===== config.mk =====
export PLATFORM = sky130hd
export DESIGN_NAME = led_effect_sequencer_flat
export DESIGN_NICKNAME = d
export VERILOG_FILES = /design/src/hw/rtl/les_pkg.sv /design/src/hw/rtl/les_intf.sv /design/src/hw/rtl/led_effect_sequencer.sv /design/src/hw/rtl/les_ctrl.sv /design/src/hw/rtl/les_datapath.sv /design/src/flat_wrapper.sv
export VERILOG_INCLUDE_DIRS = /design/src /design/src/hw/rtl
export SDC_FILE = /design/constraint.sdc
export NUM_CORES = 1
export LEC_CHECK = 0
export ABC_AREA = 1
export BUFFER_PORTS_ARGS = -buffer_cell sky130_fd_sc_hd__clkbuf_2
export CELL_PAD_IN_SITES_DETAIL_PLACEMENT = 0
export CELL_PAD_IN_SITES_GLOBAL_PLACEMENT = 1
export CORE_AREA = 2 2 292 150
export DETAILED_ROUTE_END_ITERATION = 10
export DIE_AREA = 0 0 294 152
export GPL_TIMING_DRIVEN = 0
export PLACE_DENSITY = 0.9
export SLEW_MARGIN = 10
export SYNTH_ARGS = -nofsm -noshare
export SYNTH_HDL_FRONTEND = slang
export SYNTH_SLANG_ARGS = --single-unit

===== constraint.sdc =====
create_clock -name i_clk -period 11.15 [get_ports i_clk]
set_clock_uncertainty 0.2 [all_clocks]
set_input_delay 1.115 -clock i_clk [delete_from_list [all_inputs] [get_ports i_clk]]
set_output_delay 1.115 -clock i_clk [all_outputs]
set_load 0.005 [all_outputs]

===== src/hw/rtl/led_effect_sequencer_defines.svh =====
// Assertion macros for the LED effect sequencer.
// Used by the controller and datapath files; no other dependencies.
`ifndef LED_EFFECT_SEQUENCER_DEFINES_SVH
`define LED_EFFECT_SEQUENCER_DEFINES_SVH

// Same-cycle implication
`define LES_ASSERT_NOW(lbl, clk, rst_n, ante, cons, msg) \
    lbl: assert property (@(posedge clk) disable iff (!rst_n) (ante) |-> (cons)) else $error(msg);

// Next-cycle implication
`define LES_ASSERT_NEXT(lbl, clk, rst_n, ante, cons, msg) \
    lbl: assert property (@(posedge clk) disable iff (!rst_n) (ante) |=> (cons)) else $error(msg);

`endif


===== src/hw/rtl/les_pkg.sv =====
// Shared types, constants and the segment ROM of the LED effect sequencer.
// No dependencies.
package les_pkg;

    typedef enum logic [1:0] {
        CMD_TICK   = 2'd0,
        CMD_START  = 2'd1,
        CMD_STEADY = 2'd2,
        CMD_NOP    = 2'd3
    } t_cmd;

    localparam logic [1:0] REG_LED    = 2'd0;
    localparam logic [1:0] REG_BUZZ   = 2'd1;
    localparam logic [1:0] REG_VIB    = 2'd2;
    localparam logic [1:0] REG_BRIGHT = 2'd3;

    localparam logic [7:0] BRIGHT_RST = 8'd64;
    localparam logic [2:0] FX_NONE    = 3'd0;
    localparam logic [2:0] FX_GRAD    = 3'd6;

    localparam int DUR_W  = 11;
    localparam int PROD_W = 19;
    localparam int HZ_W   = 12;
    localparam int CNT_W  = 5;

    typedef struct packed {
        logic [DUR_W-1:0] dur;
        logic [2:0]       from_rgb;
        logic [2:0]       to_rgb;
        logic [HZ_W-1:0]  hz;
        logic             vib;
    } t_seg;

    typedef enum logic [2:0] {
        ST_IDLE,
        ST_EVAL,
        ST_DIV,
        ST_FIN,
        ST_DONE
    } t_state;

    typedef struct packed {
        logic load;
        logic eval;
        logic div_step;
        logic fin;
        logic publish;
    } t_ctl;

    typedef struct packed {
        logic need_div;
        logic div_last;
        logic out_free;
    } t_sts;

    function automatic t_seg seg_rom(input logic [4:0] a);
        case (a)
            5'd0:  return t_seg'{11'd500,  3'd2, 3'd6, 12'd1500, 1'b1};
            5'd1:  return t_seg'{11'd500,  3'd6, 3'd4, 12'd2200, 1'b0};
            5'd2:  return t_seg'{11'd500,  3'd4, 3'd6, 12'd2200, 1'b1};
            5'd3:  return t_seg'{11'd500,  3'd6, 3'd2, 12'd1500, 1'b0};
            5'd4:  return t_seg'{11'd120,  3'd1, 3'd1, 12'd400,  1'b1};
            5'd5:  return t_seg'{11'd120,  3'd0, 3'd0, 12'd0,    1'b0};
            5'd6:  return t_seg'{11'd120,  3'd1, 3'd1, 12'd400,  1'b1};
            5'd7:  return t_seg'{11'd120,  3'd0, 3'd0, 12'd0,    1'b0};
            5'd8:  return t_seg'{11'd120,  3'd1, 3'd1, 12'd400,  1'b1};
            5'd9:  return t_seg'{11'd120,  3'd0, 3'd0, 12'd0,    1'b0};
            5'd10: return t_seg'{11'd480,  3'd1, 3'd0, 12'd300,  1'b1};
            5'd11: return t_seg'{11'd120,  3'd6, 3'd6, 12'd2000, 1'b1};
            5'd12: return t_seg'{11'd120,  3'd0, 3'd0, 12'd0,    1'b0};
            5'd13: return t_seg'{11'd120,  3'd6, 3'd6, 12'd2000, 1'b0};
            5'd14: return t_seg'{11'd120,  3'd0, 3'd0, 12'd0,    1'b0};
            5'd15: return t_seg'{11'd120,  3'd6, 3'd6, 12'd2000, 1'b0};
            5'd16: return t_seg'{11'd120,  3'd0, 3'd0, 12'd0,    1'b0};
            5'd17: return t_seg'{11'd120,  3'd2, 3'd2, 12'd2500, 1'b1};
            5'd18: return t_seg'{11'd120,  3'd0, 3'd0, 12'd0,    1'b0};
            5'd19: return t_seg'{11'd120,  3'd2, 3'd2, 12'd2500, 1'b0};
            5'd20: return t_seg'{11'd120,  3'd0, 3'd0, 12'd0,    1'b0};
            5'd21: return t_seg'{11'd2000, 3'd2, 3'd4, 12'd0,    1'b0};
            5'd22: return t_seg'{11'd2000, 3'd4, 3'd2, 12'd0,    1'b0};
            default: return t_seg'{11'd1, 3'd0, 3'd0, 12'd0, 1'b0};
        endcase
    endfunction

    function automatic logic [4:0] fx_first(input logic [2:0] fx);
        case (fx)
            3'd2:    return 5'd2;
            3'd3:    return 5'd4;
            3'd4:    return 5'd11;
            3'd5:    return 5'd17;
            3'd6:    return 5'd21;
            default: return 5'd0;
        endcase
    endfunction

    function automatic logic [2:0] fx_count(input logic [2:0] fx);
        case (fx)
            3'd1:    return 3'd2;
            3'd2:    return 3'd2;
            3'd3:    return 3'd7;
            3'd4:    return 3'd6;
            3'd5:    return 3'd4;
            3'd6:    return 3'd2;
            default: return 3'd0;
        endcase
    endfunction

endpackage


===== src/hw/rtl/les_intf.sv =====
// Valid/ready channel interfaces: input items, result items, register writes.
// Depends on nothing.
interface les_in_if;
    logic        valid;
    logic        ready;
    logic [1:0]  command;
    logic [31:0] now_ms;
    logic [2:0]  effect_id;
    logic [7:0]  color_r;
    logic [7:0]  color_g;
    logic [7:0]  color_b;
    modport source (output valid, command, now_ms, effect_id, color_r, color_g, color_b,
                    input ready);
    modport sink   (input valid, command, now_ms, effect_id, color_r, color_g, color_b,
                    output ready);
endinterface

interface les_out_if;
    logic        valid;
    logic        ready;
    logic [7:0]  led_r;
    logic [7:0]  led_g;
    logic [7:0]  led_b;
    logic        mono_led;
    logic [11:0] buzz_hz;
    logic        vibrate;
    logic        effect_active;
    modport source (output valid, led_r, led_g, led_b, mono_led, buzz_hz, vibrate,
                    effect_active, input ready);
    modport sink   (input valid, led_r, led_g, led_b, mono_led, buzz_hz, vibrate,
                    effect_active, output ready);
endinterface

interface les_cfg_if;
    logic       valid;
    logic       ready;
    logic [1:0] index;
    logic [7:0] data;
    modport source (output valid, index, data, input ready);
    modport sink   (input valid, index, data, output ready);
endinterface


===== src/hw/rtl/led_effect_sequencer.sv =====
// A tick of a running effect passes decode, 19 divider steps, finish and publish;
// every other item passes decode and publish only. Items are taken one at a time,
// and publish waits until the output register is free.
// A new item is taken while the previous result waits in the output register.
// Reset (synchronous, active low): no effect, dark, silent, all enables on,
// brightness 64.
module led_effect_sequencer #(
    parameter int TIME_WIDTH = 32
) (
    input  logic      i_clk,
    input  logic      i_rst_n,
    les_in_if.sink    i_in,
    les_cfg_if.sink   i_cfg,
    les_out_if.source o_out
);
    import les_pkg::*;

    t_ctl w_ctl;
    t_sts w_sts;
    logic w_in_ready;

    assign i_in.ready = w_in_ready;

    les_ctrl u_ctrl (
        .i_clk      (i_clk),
        .i_rst_n    (i_rst_n),
        .i_in_valid (i_in.valid),
        .i_sts      (w_sts),
        .o_in_ready (w_in_ready),
        .o_ctl      (w_ctl)
    );

    les_datapath #(
        .TIME_WIDTH (TIME_WIDTH)
    ) u_datapath (
        .i_clk   (i_clk),
        .i_rst_n (i_rst_n),
        .i_in    (i_in),
        .i_cfg   (i_cfg),
        .o_out   (o_out),
        .i_ctl   (w_ctl),
        .o_sts   (w_sts)
    );

endmodule


===== src/hw/rtl/les_ctrl.sv =====
// Sequencing state machine of the LED effect sequencer.
// Depends on les_pkg and led_effect_sequencer_defines.svh.
`include "led_effect_sequencer_defines.svh"
module les_ctrl (
    input  logic          i_clk,
    input  logic          i_rst_n,
    input  logic          i_in_valid,
    input  les_pkg::t_sts i_sts,
    output logic          o_in_ready,
    output les_pkg::t_ctl o_ctl
);
    import les_pkg::*;

    t_state r_state;
    t_state n_state;

    always_ff @(posedge i_clk) begin
        if (!i_rst_n) begin
            r_state <= ST_IDLE;
        end else begin
            r_state <= n_state;
        end
    end

    always_comb begin
        n_state = r_state;
        case (r_state)
            ST_IDLE: begin
                if (i_in_valid) n_state = ST_EVAL;
            end
            ST_EVAL: begin
                n_state = i_sts.need_div ? ST_DIV : ST_DONE;
            end
            ST_DIV: begin
                if (i_sts.div_last) n_state = ST_FIN;
            end
            ST_FIN: begin
                n_state = ST_DONE;
            end
            ST_DONE: begin
                if (i_sts.out_free) n_state = ST_IDLE;
            end
            default: begin
                n_state = ST_IDLE;
            end
        endcase
    end

    always_comb begin
        o_in_ready     = 1'b0;
        o_ctl          = '0;
        case (r_state)
            ST_IDLE: begin
                o_in_ready = 1'b1;
                o_ctl.load = i_in_valid;
            end
            ST_EVAL: o_ctl.eval     = 1'b1;
            ST_DIV:  o_ctl.div_step = 1'b1;
            ST_FIN:  o_ctl.fin      = 1'b1;
            ST_DONE: o_ctl.publish  = i_sts.out_free;
            default: o_ctl          = '0;
        endcase
    end

    `LES_ASSERT_NEXT(a_div_to_fin, i_clk, i_rst_n, (r_state == ST_DIV) && i_sts.div_last, r_state == ST_FIN, "divider end did not reach finish")
    `LES_ASSERT_NEXT(a_eval_path, i_clk, i_rst_n, (r_state == ST_EVAL) && !i_sts.need_div, r_state == ST_DONE, "eval without divide did not finish")
    `LES_ASSERT_NEXT(a_load_eval, i_clk, i_rst_n, o_ctl.load, r_state == ST_EVAL, "accepted item not evaluated")

endmodule


===== src/hw/rtl/les_datapath.sv =====
// State registers, segment lookup, serial divider and result buffer.
// Depends on les_pkg, les_intf and led_effect_sequencer_defines.svh.
`include "led_effect_sequencer_defines.svh"
module les_datapath #(
    parameter int TIME_WIDTH = 32
) (
    input  logic          i_clk,
    input  logic          i_rst_n,
    les_in_if.sink        i_in,
    les_cfg_if.sink       i_cfg,
    les_out_if.source     o_out,
    input  les_pkg::t_ctl i_ctl,
    output les_pkg::t_sts o_sts
);
    import les_pkg::*;

    logic [1:0]            r_cmd;
    logic [TIME_WIDTH-1:0] r_now;
    logic [2:0]            r_fx;
    logic [23:0]           r_col;

    logic                  r_en_led;
    logic                  r_en_buzz;
    logic                  r_en_vib;
    logic [7:0]            r_bright;

    logic [2:0]            r_cur;
    logic [2:0]            r_idx;
    logic [TIME_WIDTH-1:0] r_start;
    logic                  r_entered;
    logic [23:0]           r_steady;
    logic [24:0]           r_shown;
    logic [HZ_W-1:0]       r_tone;
    logic                  r_vib;

    t_seg                  r_seg;
    logic [2:0]            r_count;
    logic                  r_adv;
    logic [DUR_W-1:0]      r_rem;
    logic [PROD_W-1:0]     r_dvd;
    logic [CNT_W-1:0]      r_cnt;

    logic                  r_out_valid;

    logic [2:0]            w_cnt;
    logic [2:0]            w_idx;
    t_seg                  w_seg;
    logic [TIME_WIDTH-1:0] w_el;
    logic                  w_el_done;
    logic [DUR_W-1:0]      w_elc;
    logic [PROD_W-1:0]     w_prod;
    logic [DUR_W:0]        w_trial;
    logic                  w_fit;
    logic [7:0]            w_q;
    logic [23:0]           w_lerp;
    logic [2:0]            w_nidx;

    function automatic logic [24:0] paint(input logic [23:0] c, input logic en);
        return {|c, c & {24{en}}};
    endfunction

    function automatic logic [7:0] chan(input logic lit0, input logic lit1,
                                        input logic [7:0] b, input logic [7:0] q);
        if (lit0 == lit1) return lit0 ? b : 8'd0;
        else if (lit1)    return q;
        else              return b - q;
    endfunction

    assign w_cnt     = fx_count(r_cur);
    assign w_idx     = (r_idx >= w_cnt) ? 3'd0 : r_idx;
    assign w_seg     = seg_rom(fx_first(r_cur) + {2'b00, w_idx});
    assign w_el      = r_now - r_start;
    assign w_el_done = w_el >= TIME_WIDTH'(w_seg.dur);
    assign w_elc     = w_el_done ? w_seg.dur : w_el[DUR_W-1:0];
    assign w_prod    = PROD_W'(r_bright) * PROD_W'(w_elc);
    assign w_trial   = {r_rem, r_dvd[PROD_W-1]};
    assign w_fit     = w_trial >= {1'b0, r_seg.dur};
    assign w_q       = r_dvd[7:0];
    assign w_lerp    = {chan(r_seg.from_rgb[2], r_seg.to_rgb[2], r_bright, w_q),
                        chan(r_seg.from_rgb[1], r_seg.to_rgb[1], r_bright, w_q),
                        chan(r_seg.from_rgb[0], r_seg.to_rgb[0], r_bright, w_q)};
    assign w_nidx    = r_idx + 3'd1;

    assign o_sts.need_div = (r_cmd == CMD_TICK) && (r_cur != FX_NONE) && (w_cnt != 3'd0);
    assign o_sts.div_last = r_cnt == CNT_W'(PROD_W - 1);
    assign o_sts.out_free = !r_out_valid || o_out.ready;

    assign i_cfg.ready = 1'b1;

    always_ff @(posedge i_clk) begin
        if (i_ctl.load) begin
            r_cmd <= i_in.command;
            r_now <= TIME_WIDTH'(i_in.now_ms);
            r_fx  <= i_in.effect_id;
            r_col <= {i_in.color_r, i_in.color_g, i_in.color_b};
        end
    end

    always_ff @(posedge i_clk) begin
        if (!i_rst_n) begin
            r_en_led  <= 1'b1;
            r_en_buzz <= 1'b1;
            r_en_vib  <= 1'b1;
            r_bright  <= BRIGHT_RST;
            r_cur     <= FX_NONE;
            r_idx     <= 3'd0;
            r_start   <= '0;
            r_entered <= 1'b0;
            r_steady  <= '0;
            r_shown   <= '0;
            r_tone    <= '0;
            r_vib     <= 1'b0;
        end else begin
            if (i_cfg.valid) begin
                case (i_cfg.index)
                    REG_LED: begin
                        r_en_led <= i_cfg.data[0];
                        if (!i_cfg.data[0] && r_cur == FX_NONE) begin
                            r_shown <= paint(r_steady, 1'b0);
                        end
                    end
                    REG_BUZZ:   r_en_buzz <= i_cfg.data[0];
                    REG_VIB:    r_en_vib  <= i_cfg.data[0];
                    REG_BRIGHT: r_bright  <= i_cfg.data;
                    default:    r_bright  <= r_bright;
                endcase
            end
            if (i_ctl.eval) begin
                case (r_cmd)
                    CMD_TICK: begin
                        if (r_cur != FX_NONE) begin
                            if (w_cnt == 3'd0) begin
                                r_cur   <= FX_NONE;
                                r_tone  <= '0;
                                r_vib   <= 1'b0;
                                r_shown <= paint(r_steady, r_en_led);
                            end else begin
                                r_idx <= w_idx;
                                if (!r_entered) begin
                                    r_entered <= 1'b1;
                                    r_tone    <= r_en_buzz ? w_seg.hz : '0;
                                    r_vib     <= r_en_vib & w_seg.vib;
                                end
                            end
                        end
                    end
                    CMD_START: begin
                        if (r_fx == FX_NONE) begin
                            r_cur   <= FX_NONE;
                            r_tone  <= '0;
                            r_vib   <= 1'b0;
                            r_shown <= paint(r_steady, r_en_led);
                        end else begin
                            r_cur     <= r_fx;
                            r_idx     <= 3'd0;
                            r_start   <= r_now;
                            r_entered <= 1'b0;
                        end
                    end
                    CMD_STEADY: begin
                        r_steady <= r_col;
                        if (r_cur == FX_NONE) r_shown <= paint(r_col, r_en_led);
                    end
                    default: r_steady <= r_steady;
                endcase
            end
            if (i_ctl.fin) begin
                if (r_adv) begin
                    r_start   <= r_now;
                    r_entered <= 1'b0;
                end
                if (r_adv && (w_nidx >= r_count) && (r_cur != FX_GRAD)) begin
                    r_idx   <= w_nidx;
                    r_cur   <= FX_NONE;
                    r_tone  <= '0;
                    r_vib   <= 1'b0;
                    r_shown <= paint(r_steady, r_en_led);
                end else begin
                    r_shown <= paint(w_lerp, r_en_led);
                    if (r_adv) begin
                        r_idx <= (w_nidx >= r_count) ? 3'd0 : w_nidx;
                    end
                end
            end
        end
    end

    always_ff @(posedge i_clk) begin
        if (i_ctl.eval) begin
            r_seg   <= w_seg;
            r_count <= w_cnt;
            r_adv   <= w_el_done;
            r_dvd   <= w_prod;
            r_rem   <= '0;
            r_cnt   <= '0;
        end else if (i_ctl.div_step) begin
            r_rem <= w_fit ? DUR_W'(w_trial - {1'b0, r_seg.dur}) : w_trial[DUR_W-1:0];
            r_dvd <= {r_dvd[PROD_W-2:0], w_fit};
            r_cnt <= r_cnt + CNT_W'(1);
        end
    end

    always_ff @(posedge i_clk) begin
        if (!i_rst_n) begin
            r_out_valid <= 1'b0;
        end else if (i_ctl.publish) begin
            r_out_valid <= 1'b1;
        end else if (o_out.ready) begin
            r_out_valid <= 1'b0;
        end
    end

    always_ff @(posedge i_clk) begin
        if (i_ctl.publish) begin
            o_out.led_r         <= r_shown[23:16] & {8{r_en_led}};
            o_out.led_g         <= r_shown[15:8] & {8{r_en_led}};
            o_out.led_b         <= r_shown[7:0] & {8{r_en_led}};
            o_out.mono_led      <= r_shown[24];
            o_out.buzz_hz       <= r_tone;
            o_out.vibrate       <= r_vib;
            o_out.effect_active <= r_cur != FX_NONE;
        end
    end

    assign o_out.valid = r_out_valid;

    `LES_ASSERT_NOW(a_idle_quiet, i_clk, i_rst_n, r_cur == FX_NONE,
        (r_tone == '0) && !r_vib, "idle block drives tone or vibration")
    `LES_ASSERT_NOW(a_quot_range, i_clk, i_rst_n, i_ctl.fin,
        r_dvd <= PROD_W'(r_bright), "interpolation step exceeds brightness")
    `LES_ASSERT_NOW(a_rem_range, i_clk, i_rst_n, i_ctl.div_step,
        r_rem < r_seg.dur, "divider remainder out of range")

endmodule


===== src/flat_wrapper.sv =====
// flat-port wrapper written by rule: the top's interface ports become plain ports
module led_effect_sequencer_flat import les_pkg::*;
#(
    parameter int TIME_WIDTH = 32
)
  (i_clk, i_rst_n, i_in_valid, i_in_command, i_in_now_ms, i_in_effect_id, i_in_color_r, i_in_color_g, i_in_color_b, i_in_ready, i_cfg_valid, i_cfg_index, i_cfg_data, i_cfg_ready, o_out_valid, o_out_led_r, o_out_led_g, o_out_led_b, o_out_mono_led, o_out_buzz_hz, o_out_vibrate, o_out_effect_active, o_out_ready);
  les_in_if i_in_i ();
  les_cfg_if i_cfg_i ();
  les_out_if o_out_i ();
  input  logic i_clk;
  input  logic i_rst_n;
  input wire logic [$bits(i_in_i.valid)-1:0] i_in_valid;
  input wire logic [$bits(i_in_i.command)-1:0] i_in_command;
  input wire logic [$bits(i_in_i.now_ms)-1:0] i_in_now_ms;
  input wire logic [$bits(i_in_i.effect_id)-1:0] i_in_effect_id;
  input wire logic [$bits(i_in_i.color_r)-1:0] i_in_color_r;
  input wire logic [$bits(i_in_i.color_g)-1:0] i_in_color_g;
  input wire logic [$bits(i_in_i.color_b)-1:0] i_in_color_b;
  output wire logic [$bits(i_in_i.ready)-1:0] i_in_ready;
  input wire logic [$bits(i_cfg_i.valid)-1:0] i_cfg_valid;
  input wire logic [$bits(i_cfg_i.index)-1:0] i_cfg_index;
  input wire logic [$bits(i_cfg_i.data)-1:0] i_cfg_data;
  output wire logic [$bits(i_cfg_i.ready)-1:0] i_cfg_ready;
  output wire logic [$bits(o_out_i.valid)-1:0] o_out_valid;
  output wire logic [$bits(o_out_i.led_r)-1:0] o_out_led_r;
  output wire logic [$bits(o_out_i.led_g)-1:0] o_out_led_g;
  output wire logic [$bits(o_out_i.led_b)-1:0] o_out_led_b;
  output wire logic [$bits(o_out_i.mono_led)-1:0] o_out_mono_led;
  output wire logic [$bits(o_out_i.buzz_hz)-1:0] o_out_buzz_hz;
  output wire logic [$bits(o_out_i.vibrate)-1:0] o_out_vibrate;
  output wire logic [$bits(o_out_i.effect_active)-1:0] o_out_effect_active;
  input wire logic [$bits(o_out_i.ready)-1:0] o_out_ready;
  assign i_in_i.valid = i_in_valid;
  assign i_in_i.command = i_in_command;
  assign i_in_i.now_ms = i_in_now_ms;
  assign i_in_i.effect_id = i_in_effect_id;
  assign i_in_i.color_r = i_in_color_r;
  assign i_in_i.color_g = i_in_color_g;
  assign i_in_i.color_b = i_in_color_b;
  assign i_in_ready = i_in_i.ready;
  assign i_cfg_i.valid = i_cfg_valid;
  assign i_cfg_i.index = i_cfg_index;
  assign i_cfg_i.data = i_cfg_data;
  assign i_cfg_ready = i_cfg_i.ready;
  assign o_out_valid = o_out_i.valid;
  assign o_out_led_r = o_out_i.led_r;
  assign o_out_led_g = o_out_i.led_g;
  assign o_out_led_b = o_out_i.led_b;
  assign o_out_mono_led = o_out_i.mono_led;
  assign o_out_buzz_hz = o_out_i.buzz_hz;
  assign o_out_vibrate = o_out_i.vibrate;
  assign o_out_effect_active = o_out_i.effect_active;
  assign o_out_i.ready = o_out_ready;
  led_effect_sequencer #(.TIME_WIDTH(TIME_WIDTH)) u_core (.i_clk(i_clk), .i_rst_n(i_rst_n), .i_in(i_in_i), .i_cfg(i_cfg_i), .o_out(o_out_i));
endmodule

After elaboration in Yosys (flattened, before gate mapping)
Memories as Yosys holds them, arrays and structs flattened.
Index checks and enable logic that the tools add are counted.
{"block": "totals", "regBits": 272, "latchBits": 0, "ramBits": 0, "romBits": 864, "inputBits": 76, "output_inout_bits": 42, "wordCells": 188, "mem_count": 1}
{"name": "(no name shown)", "depth": 32, "width": 27, "rd": 1, "rd_clocked_by_memory_dff": 0, "wr": 0, "line_no": "les_pkg.sv:57", "source": "case (a)"}
{"block": "classes", "addsub": 6, "mul": 1, "div_mod_pow": 0, "n_lt_le_gt_ge": 4, "eq_ne": 23, "shifts": 0, "mux": 85, "bitwise": 7, "n_reduce_logical": 28}
{"operator": "2-to-1 mux 25 bit", "count": 10}
{"operator": "2-to-1 mux 32 bit", "count": 5}
{"operator": "2-to-1 mux 12 bit", "count": 8}
{"operator": "one-hot mux 25 bit (3 select lines)", "count": 1}
{"operator": "bitwise AND 24 bit", "count": 3}
{"operator": "2-to-1 mux 8 bit", "count": 9}
{"operator": "OR reduction 24 bit", "count": 3}
{"operator": "2-to-1 mux 3 bit", "count": 19}
{"operator": "2-to-1 mux 19 bit", "count": 2}
{"operator": "greater-or-equal comparator 32 x 11 -> 1 bit", "count": 1}
{"operator": "subtractor 32 bit", "count": 1}
{"operator": "one-hot mux 5 bit (5 select lines)", "count": 1}
{"operator": "bitwise AND 8 bit", "count": 3}
{"operator": "one-hot mux 12 bit (2 select lines)", "count": 1}
{"operator": "2-to-1 mux 11 bit", "count": 2}
{"operator": "2-to-1 mux 1 bit", "count": 21}
{"operator": "multiplier 8 x 11 -> 19 bit", "count": 1}
{"operator": "one-hot mux 3 bit (5 select lines)", "count": 1}
{"operator": "equality test 3 x 2 -> 1 bit (second input constant)", "count": 4}
{"operator": "equality test 3 bit (second input constant)", "count": 4}
{"operator": "greater-or-equal comparator 12 x 11 -> 1 bit", "count": 1}
{"operator": "zero test 3 bit", "count": 4}
{"operator": "one-hot mux 3 bit (2 select lines)", "count": 2}
{"operator": "one-hot mux 3 bit (4 select lines)", "count": 1}
{"operator": "other kinds (24)", "count": 46}

Logic depth before layout (Yosys ltp)
Gate-level depths: netlist of the first run.
An unclocked memory read counts as a cell.
{"block": "logic_depth", "word_depth": 15, "depth_mapped": 58, "mapped_depth_nobuf": 58}

Worst setup path after synthesis of the first run
OpenSTA, ideal clock, no wires.
{"block": "synth_path", "path_type": "register -> register", "start": "reg u_core.u_datapath.r_cur[0]", "end": "reg u_core.u_datapath.r_dvd[16], data pin", "setup_ns": 0.258, "arrival_time_ns": 8.424, "t_required_ns": 10.692, "slack_ns": 2.268, "path_stages_with_launch": 54, "path_buffers": 1, "synth_period_minus_slack_ns": 8.882, "cell_sequence": "dfxtp_1 -> inv_1 -> ha_1 -> nand2_4 -> inv_1 -> nor2_1 -> inv_1 -> nor2_1 -> ha_1 -> a21oi_1 -> inv_1 -> a21oi_1 -> inv_1 -> nor2_1 -> ha_1 -> fa_1 -> nand2_1 -> inv_1 -> [... 18 more ...] -> inv_1 -> fa_1 -> inv_1 -> fa_1 -> inv_1 -> ha_1 -> nand2_1 -> nand2_1 -> nand3_1 -> nand3_1 -> a21oi_1 -> nor2_1 -> nor2_1 -> o21bai_1 -> a21o_1 -> or2_2 -> nand3_1 -> nand2_1"}
{"element": "from (decl)", "line_no": "les_datapath.sv:27", "source": "logic [2:0] r_cur;"}
{"element": "from (signal assigned)", "line_no": "les_datapath.sv:154", "source": "r_cur <= r_fx;"}
{"element": "to (signal assigned)", "line_no": "les_datapath.sv:193", "source": "r_dvd <= w_prod;"}
{"element": "to (signal assigned)", "line_no": "les_datapath.sv:198", "source": "r_dvd <= {r_dvd[PROD_W-2:0], w_fit};"}
{"element": "to (decl)", "line_no": "les_datapath.sv:40", "source": "logic [PROD_W-1:0] r_dvd;"}

==> results.json, run 1 <==
{
  "status": "finished clean",
  "reg2reg_depth": 53,
  "syn_area_sq_um": 18700,
  "slowest_delay_ns": 0.57,
  "clk_pin_slew_ns": 0.07,
  "max_slew_margin": 0.282,
  "setup_slack_ns": 0.735,
  "post-route-min-period_ns": 10.42,
  "critPathKind": "reg -> reg",
  "cp-start-kind": "register",
  "cts_sinks": 269,
  "ir_drop_uv": 99.1,
  "vias": 18100,
  "hp-class": "reg -> reg",
  "wl_per_cell_um": 20.6,
  "p_leak_uw": 0.00990,
  "drt-vias-per-instance": 5.59,
  "cpMostUsedCell": "nand2_1",
  "crit_start": "u_core.u_datapath.r_cur[1]",
  "synth_most_common_cell": "nand2_1",
  "overflow": 0,
  "end_kind": "register",
  "placed_area_sq_um": 20100,
  "grt_util_all_layers": 0.294,
  "io-pin-count": 118,
  "fp.dieH_um": 152,
  "drt-initial-drc-count": 2313,
  "setup_tns_ns": 0,
  "die_w_um": 294,
  "drive_above_1_share": 0.0826,
  "synth-seq-cells": 269,
  "drv_slew": 0,
  "h-tree-depth": 1,
  "seq_area_frac_synth": 0.362,
  "synth_top_flop_cell": "edfxtp_1",
  "fin_crit_sh": 0.934,
  "cp.required_ns": 11.23,
  "dieArea_sq_um": 44700,
  "synth_common_cells": "nand2_1, inv_1, a21oi_1",
  "syn_to_final_growth_pct": 12.9,
  "cap_violations": 0,
  "rsz0062_at_grt": "no",
  "io_buffers": 116,
  "synth_top_area_frac": 0.220,
  "cts_tree": "built",
  "synth_edf_count": 137,
  "worstHoldStart": "u_core.u_datapath.r_tone[3]",
  "ff2ff_setup_slack_ns": 0.73,
  "holdWs_ns": 0.242,
  "nets": 2903,
  "grt_pass1_wl_um": 99800,
  "cts_buffer_depth": 3,
  "grt_pass1_vias": 16400,
  "grt_max_degree": 28,
  "cpMaxStageDelayCell": "fa_1",
  "place_worst_setup_slack_ns": 0.606,
  "place_congestion": 0.998,
  "reg2reg_from": "u_core.u_datapath.r_cur[1]",
  "critPathMaxFanout": 9,
  "yosysTopAreaCell": "edfxtp_1",
  "synth_cell_types": 55,
  "hold_viol_final": 0,
  "syn-mean-instance-area_sq_um": 7.50,
  "rows": 54,
  "final_area_sq_um": 21100,
  "firstDrtPassIters": 6,
  "grt_antenna_before_repair": 0,
  "cts-root-buf": "clkbuf_16",
  "synth_area_leaders": "edfxtp_1, dfxtp_1, nand2_1",
  "start_util": 0.440,
  "ys_warn_count": 0,
  "cts_buffers": 27,
  "post-dp-hpwl_um": 54000,
  "core_area_sq_um": 42500,
  "clk_latency_ns": 0.58,
  "worstPathArrival_ns": 10.49,
  "antenna_left": 0,
  "cp-endpoint": "u_core.u_datapath.r_dvd[18]",
  "ctsHoldBuffers": 0,
  "drt-total-wl_um": 66500,
  "p_per_area_nw_per_um2": 132,
  "syn_inst": 2492,
  "fmax_mhz": 96.0,
  "r2r_end": "u_core.u_datapath.r_dvd[18]",
  "synth-async-reset-ratio": 0,
  "drc": 0,
  "tightest_slew_ns": 1.08,
  "syn-num-nets": 2742,
  "setup_viol": 0
}
-- how the worst min path moves through the flow --
| stage | cells after the start | slack (ns) | endpoint |
|---|---|---|---|
| 2_1_floorplan | 0 | 0.21 | u_core.u_datapath.o_out.buzz_hz[3] |
| 3_3_place_gp | 0 | 0.21 | u_core.u_datapath.o_out.buzz_hz[3] |
| 3_5_place_dp | 0 | 0.23 | u_core.u_datapath.o_out.buzz_hz[3] |
| 4_1_cts | 0 | 0.25 | u_core.u_datapath.o_out.buzz_hz[3] |
| 5_1_grt | 0 | 0.26 | u_core.u_datapath.o_out.buzz_hz[0] |
| 6_report | 0 | 0.24 | u_core.u_datapath.o_out.buzz_hz[3] |
-- critical path, delay by kind of cell (launching register included) --
family | cells | cell delay [ns]
DFF | 1 | 0.38
buffers and inverters | 10 | 0.78
AOI/OAI and AO/OA | 7 | 1.28
and+or+nand+nor | 25 | 3.28
adders and majority gates | 11 | 4.15
-- flip-flops by register name, summed over array words and instances, names as in the netlist, 14 cells and up --
register                    flops
u_core.u_datapath.r_now        32
u_core.u_datapath.r_start      32
u_core.u_datapath.r_shown      25
u_core.u_datapath.r_col        24
u_core.u_datapath.r_steady     24
u_core.u_datapath.r_dvd        19
u_core.u_datapath.r_seg        14
-- power breakdown --
group          leakage (uW)  switching [uW]  internal [uW]
clock              0.000458             437            573
sequential          0.00235            27.0           1080
combinational       0.00708             448            209
-- layout by cell type (no fill, tap or decap), drive strengths merged, types with 9 or more instances in the layout --
cell / count
dfxtp: 132
inv: 438
clkinv: 16
nand2: 578
xor2: 22
o211ai: 27
xnor2: 9
clkbuf: 212
ha: 117
o22ai: 42
o21ai: 161
buf: 25
nand4: 38
edfxtp: 137
nand3b: 12
a31oi: 24
nor2: 196
fa: 57
nand3: 116
nor3: 17
nor4: 12
a21oi: 216
-- logic make-up after synthesis --
family | synth area share
AO/OA/AOI/OAI | 0.156
XOR/XNOR | 0.0145
adder cells (fa/ha/maj) | 0.139
buffers and inverters | 0.105
flip-flops | 0.362
other | 0.000201
AND/OR/NAND/NOR | 0.224
-- cell type report --
| class | count | area, sq um |
|---|---|---|
| antenna | 1 | 2.50 |
| buffer | 71 | 288 |
| clock buffer | 33 | 708 |
| clock inverter | 17 | 235 |
| fill | 4244 | 21400 |
| inverter | 443 | 1660 |
| multi-input combinational | 1708 | 10000 |
| sequential | 269 | 6760 |
| tap | 560 | 701 |
| timing repair buffer | 133 | 711 |
-- layer usage --
layer  global-route usage  part of all wire  vias to the layer above
li1                     -                 -                     8533
met1                0.496              0.51                     8535
met2                0.327              0.33                      971
met3                0.129              0.15                       49
met4               0.0350            0.0097                        0
met5                    0                 0                        -
-- timing repair --
action | CTS | global route
setup buffers | 0 | 6
endpoints found under the setup margin | 0 | 5
resized for setup | 0 | 9
-- through the flow --
step	total power (uW)	instances	util
after global routing	2910	3234	0.496
after global placement	1750	3168	0.470
after floorplan	1550	2492	-
after detailed placement	1760	3179	0.472
final	2780	3235	0.496
after CTS	2770	3229	0.494
Note: power is estimated with default switching activity, not from simulation.
==> inputs of run 2 (changes only) <==
--- a/config.mk
+++ b/config.mk
@@ -8,13 +8,11 @@
 export LEC_CHECK = 0
 export ABC_AREA = 1
 export BUFFER_PORTS_ARGS = -buffer_cell sky130_fd_sc_hd__clkbuf_2
-export CELL_PAD_IN_SITES_DETAIL_PLACEMENT = 0
-export CELL_PAD_IN_SITES_GLOBAL_PLACEMENT = 1
+export CAP_MARGIN = 20
 export CORE_AREA = 2 2 292 150
 export DETAILED_ROUTE_END_ITERATION = 10
 export DIE_AREA = 0 0 294 152
-export GPL_TIMING_DRIVEN = 0
-export PLACE_DENSITY = 0.9
+export PLACE_DENSITY = 0.72
 export SLEW_MARGIN = 10
 export SYNTH_ARGS = -nofsm -noshare
 export SYNTH_HDL_FRONTEND = slang
==> results.json, run 2 (synthesis results as in run 1) <==
{
  "status": "finished clean",
  "final_common_cell": "nand2_1",
  "hp-class": "reg -> reg",
  "grt_antenna_before_repair": 1,
  "rsz0062_at_grt": "no",
  "power_frac_clock": 0.346,
  "drv_slew": 0,
  "num_antenna_cells": 0,
  "worstPathArrival_ns": 10.42,
  "drt-total-wl_um": 62500,
  "place_congestion": 1.02,
  "reg2reg_depth": 50,
  "fin_crit_sh": 0.923,
  "pwr-share-comb": 0.240,
  "cp.required_ns": 11.27,
  "cap_violations": 0,
  "hold_end": "u_core.u_datapath.o_out.buzz_hz[3]",
  "firstDrtPassIters": 6,
  "reg.largest.list": "u_core.u_datapath.r_now: 32 flops, u_core.u_datapath.r_start: 32 flops, u_core.u_datapath.r_shown: 25 flops",
  "cp_num_buf_inv": 10,
  "critPathKind": "reg -> reg",
  "fill_cells": 4123,
  "vias": 17700,
  "power.internal_uw": 1800,
  "cpMaxStageDelayCell": "fa_1",
  "clk_pin_slew_ns": 0.07,
  "syn_to_final_growth_pct": 10.7,
  "cts_buffers": 26,
  "cts_buffer_depth": 3,
  "fmax_mhz": 97.1,
  "h-tree-depth": 1,
  "antenna_left": 0,
  "nets": 2828,
  "cp-start-kind": "register",
  "post-route-min-period_ns": 10.30,
  "rows": 54,
  "io-pin-count": 118,
  "fp.dieH_um": 152,
  "holdPathStages": 0,
  "grt_util_all_layers": 0.276,
  "ff2ff_setup_slack_ns": 0.85,
  "drt-vias-per-instance": 5.60,
  "grt_max_degree": 85,
  "p_per_area_nw_per_um2": 130,
  "holdWs_ns": 0.238,
  "drive_above_1_share": 0.0789,
  "tightest_slew_ns": 1.12,
  "drt-initial-drc-count": 2513,
  "ctsHoldBuffers": 0,
  "p_leak_uw": 0.00974,
  "grt_use_met1": 0.465,
  "seqPwrFrac": 0.414,
  "switching_share": 0.331,
  "core_area_sq_um": 42500,
  "cts_sinks": 269,
  "post-dp-hpwl_um": 48600,
  "dieArea_sq_um": 44700,
  "cp_top_family": "simple AND/OR/NAND/NOR gates",
  "start_util": 0.440,
  "critPathMaxFanout": 18,
  "worstHoldStart": "u_core.u_datapath.r_tone[3]",
  "p_sw_uw": 891,
  "r2r_end": "u_core.u_datapath.r_dvd[16]",
  "die_w_um": 294,
  "ir_drop_uv": 92.1,
  "slowest_delay_ns": 0.56,
  "drc": 0,
  "wl_per_cell_um": 19.8,
  "overflow": 0,
  "cts-root-buf": "clkbuf_16",
  "cts_tree": "built",
  "use_met3": 0.106,
  "top_usage_layer": "met1",
  "max_slew_margin": 0.244,
  "reg2reg_from": "u_core.u_datapath.r_cur[1]",
  "hold_viol_final": 0,
  "setup_tns_ns": 0,
  "met2_usage": 0.318,
  "multi_input_comb_area_sq_um": 10000,
  "end_kind": "register",
  "final_cell_mix": "nand2_1, inv_1, a21oi_1",
  "seq_area_sq_um": 6760,
  "cpMostUsedCell": "inv_1",
  "grt_pass1_wl_um": 95300,
  "setup_viol": 0,
  "clk_latency_ns": 0.57,
  "io_buffers": 116,
  "grt_pass1_vias": 16200
}
-- run 2: metal layers --
metal  part of all wire  vias up
met4              0.013        4
met1               0.49     8244
met2               0.34     1007
met5            0.00098        -
met3               0.16       70
li1                   -     8370
-- run 2: what timing repair did --
| action | CTS | global route |
|---|---|---|
| buffers inserted | 0 | 0 |
| endpoints found under the setup margin | 0 | 2 |
| gates resized for setup | 0 | 3 |
-- run 2: worst max path at each step --
stage	cells past startpoint	from	endpoint	slack [ns]
after floorplan	53	u_core.u_datapath.r_cur[0]	u_core.u_datapath.r_dvd[16]	2.27
after global routing	51	u_core.u_datapath.r_cur[0]	u_core.u_datapath.r_dvd[16]	0.09
final	50	u_core.u_datapath.r_cur[1]	u_core.u_datapath.r_dvd[16]	0.85
after detailed placement	50	u_core.u_datapath.r_cur[0]	u_core.u_datapath.r_dvd[16]	0.90
after global placement	50	u_core.u_datapath.r_cur[0]	u_core.u_datapath.r_dvd[16]	1.22
after CTS	50	u_core.u_datapath.r_cur[0]	u_core.u_datapath.r_dvd[16]	0.85
-- run 2: final cells by class --
| type | instances | share of cell area |
|---|---|---|
| multi-input cells | 1708 | 0.484 |
| flip-flops and latches | 269 | 0.327 |
| inverters | 443 | 0.0804 |
| clock buffers | 38 | 0.0366 |
| well taps | 560 | 0.0339 |
| repair buffers | 130 | 0.0331 |
| clock inverters | 10 | 0.00520 |
-- run 2: power groups by stage --
stage / Combinational (uW) / Clock, uW / Sequential, uW
floorplan: 424 / 0 / 1120
global placement: 606 / 0 / 1130
detailed placement: 615 / 0 / 1130
CTS: 621 / 946 / 1110
global route: 711 / 985 / 1120
finish: 647 / 933 / 1120
-- run 2: stage by stage --
| step | cell area [sq um] | total power [uW] | util | setup slack, ns | std cells |
|---|---|---|---|---|---|
| after floorplan | 18700 | 1550 | - | 2.27 | 2492 |
| after global placement | 19800 | 1740 | 0.466 | 1.22 | 3110 |
| after detailed placement | 19800 | 1750 | 0.466 | 0.899 | 3110 |
| final | 20700 | 2700 | 0.487 | 0.855 | 3158 |
| after global routing | 20700 | 2810 | 0.487 | 0.0903 | 3158 |
| after CTS | 20700 | 2680 | 0.486 | 0.848 | 3158 |
-- run 2: worst reg2reg max path: cells and delay by family (launching register included) --
kind            cells  cell delay, ns
fa+ha+maj          10            3.83
flops               1            0.33
buf+inv            10            0.92
compound gates      6            0.91
simple gates       24            3.87
==> inputs of run 3 (changes only) <==
--- a/config.mk
+++ b/config.mk
@@ -9,10 +9,11 @@
 export ABC_AREA = 1
 export BUFFER_PORTS_ARGS = -buffer_cell sky130_fd_sc_hd__clkbuf_2
 export CAP_MARGIN = 20
-export CORE_AREA = 2 2 292 150
+export CORE_AREA = 2 2 249 128
 export DETAILED_ROUTE_END_ITERATION = 10
-export DIE_AREA = 0 0 294 152
-export PLACE_DENSITY = 0.72
+export DIE_AREA = 0 0 251 130
+export MAX_ROUTING_LAYER = met4
+export PLACE_DENSITY = 0.92
 export SLEW_MARGIN = 10
 export SYNTH_ARGS = -nofsm -noshare
 export SYNTH_HDL_FRONTEND = slang
==> results.json, run 3 (synthesis results as in run 1) <==
{
  "status": "finished clean",
  "cp-start-kind": "register",
  "drt-total-wl_um": 62700,
  "antenna_left": 0,
  "postCtsSetupBuffers": 0,
  "p_leak_uw": 0.00976,
  "reg2reg_from": "u_core.u_datapath.r_cur[0]",
  "wl_per_cell_um": 20.9,
  "setup_slack_ns": 0.792,
  "drv_slew": 0,
  "rsz0062_at_grt": "no",
  "die_w_um": 251,
  "io-pin-count": 118,
  "place_congestion": 1.15,
  "switching_share": 0.328,
  "nets": 2826,
  "fill_cells": 2598,
  "pwr-share-comb": 0.239,
  "rows": 46,
  "final_cell_mix": "nand2_1, inv_1, a21oi_1",
  "hp-class": "reg -> reg",
  "cts_tree": "built",
  "worstPathArrival_ns": 10.46,
  "seq_area_sq_um": 6760,
  "critPathMaxFanout": 18,
  "fmax_mhz": 96.5,
  "setup_tns_ns": 0,
  "final_area_sq_um": 20500,
  "drc": 0,
  "placed_area_sq_um": 19600,
  "clk_pin_slew_ns": 0.07,
  "cts-root-buf": "clkbuf_16",
  "fin_crit_sh": 0.929,
  "cts_sinks": 269,
  "cp.required_ns": 11.25,
  "post-route-min-period_ns": 10.36,
  "ff2ff_setup_slack_ns": 0.79,
  "start_util": 0.605,
  "ctsHoldBuffers": 0,
  "p_per_area_nw_per_um2": 134,
  "grt_util_all_layers": 0.390,
  "setup_viol": 0,
  "overflow": 0,
  "max_slew_margin": 0.259,
  "r2r_end": "u_core.u_datapath.r_dvd[16]",
  "end_kind": "register",
  "cts_buffer_depth": 3,
  "ir_drop_uv": 129,
  "firstDrtPassIters": 6,
  "crit_start": "u_core.u_datapath.r_cur[0]",
  "power.internal_uw": 1850,
  "grt_pass1_vias": 16600,
  "drt-initial-drc-count": 2907,
  "post-dp-hpwl_um": 48100,
  "power_frac_clock": 0.355,
  "cap_violations": 0,
  "seqPwrFrac": 0.406,
  "cpMaxStageDelayCell": "fa_1",
  "final_util": 0.665,
  "drive_above_1_share": 0.0802,
  "fp.dieH_um": 130,
  "grt_max_degree": 85,
  "place_worst_setup_slack_ns": 0.864,
  "reg.largest.list": "u_core.u_datapath.r_now: 32 flops, u_core.u_datapath.r_start: 32 flops, u_core.u_datapath.r_shown: 25 flops",
  "grt_antenna_before_repair": 1,
  "clk_latency_ns": 0.56,
  "hold_viol_final": 0,
  "io_buffers": 116,
  "grt_pass1_wl_um": 94600,
  "tightest_slew_ns": 1.10,
  "h-tree-depth": 1,
  "holdPathStages": 0,
  "slowest_delay_ns": 0.56,
  "final_common_cell": "nand2_1",
  "cts_buffers": 25,
  "syn_to_final_growth_pct": 9.85,
  "p_sw_uw": 900,
  "worstHoldStart": "u_core.u_datapath.r_tone[1]",
  "hold_end": "u_core.u_datapath.o_out.buzz_hz[1]",
  "multi_input_comb_area_sq_um": 10000,
  "dieArea_sq_um": 32600,
  "drt-vias-per-instance": 6.13,
  "vias": 18400,
  "core_area_sq_um": 30800,
  "critPathKind": "reg -> reg",
  "cpMostUsedCell": "inv_1",
  "ctsResizeCount": 0,
  "reg2reg_depth": 51
}
[run 3: cell types whose count changed in the layout (fill, tap and decap cells not counted), moves of 2 or more]
cell / change
clkinv_4: +3
clkinv_1: -4
clkbuf_8: -2
clkbuf_1: -4
clkinv_2: +3
bufinv_16: +3
[run 3: through the flow]
stage          cells  hold WS (ns)  power, uW
5_1_grt         3003         0.258       2840
4_1_cts         3002         0.240       2710
3_3_place_gp    2957         0.213       1730
6_report        3003         0.244       2750
3_5_place_dp    2957         0.217       1750
2_1_floorplan   2492         0.208       1550
[run 3: how the worst max path moves through the flow]
stage | end | slack [ns] | cells after the start
global placement | u_core.u_datapath.r_dvd[16] | 1.32 | 51
finish | u_core.u_datapath.r_dvd[16] | 0.79 | 51
detailed placement | u_core.u_datapath.r_dvd[16] | 0.86 | 51
CTS | u_core.u_datapath.r_dvd[16] | 0.79 | 51
floorplan | u_core.u_datapath.r_dvd[16] | 2.27 | 53
global route | u_core.u_datapath.r_dvd[15] | 0.16 | 47
[run 3: final cells by class]
cell class,count,share of cell area
Tap cell,408,0.0249
Inverter,443,0.0810
Timing Repair Buffer,129,0.0331
Multi-Input combinational cell,1708,0.488
Clock inverter,14,0.0104
Antenna cell,1,0.000122
Clock buffer,31,0.0336
Sequential cell,269,0.329
[run 3: worst max-delay path, delay by kind of cell (launching register included)]
kind                       cells  cell delay, ns
and+or+nand+nor               25            4.19
AOI/OAI and AO/OA              6            0.96
adders and majority gates      9            3.46
buffers and inverters         11            0.91
DFF                            1            0.38
[run 3: layer usage]
metal | up-vias | routed length, um | global-route usage | share of wire
met5 | - | 0 | - | 0
met4 | 0 | 862 | 0.0480 | 0.014
met3 | 97 | 11900 | 0.189 | 0.19
met2 | 1376 | 22300 | 0.474 | 0.36
met1 | 8576 | 27600 | 0.578 | 0.44
li1 | 8365 | - | - | -
[run 3: power groups by stage]
stage / combinational [uW] / clock [uW] / sequential [uW]
after floorplan: 424 / 0 / 1120
after global placement: 600 / 0 / 1130
after detailed placement: 615 / 0 / 1130
after CTS: 623 / 972 / 1110
after global routing: 713 / 1010 / 1120
final: 656 / 973 / 1120
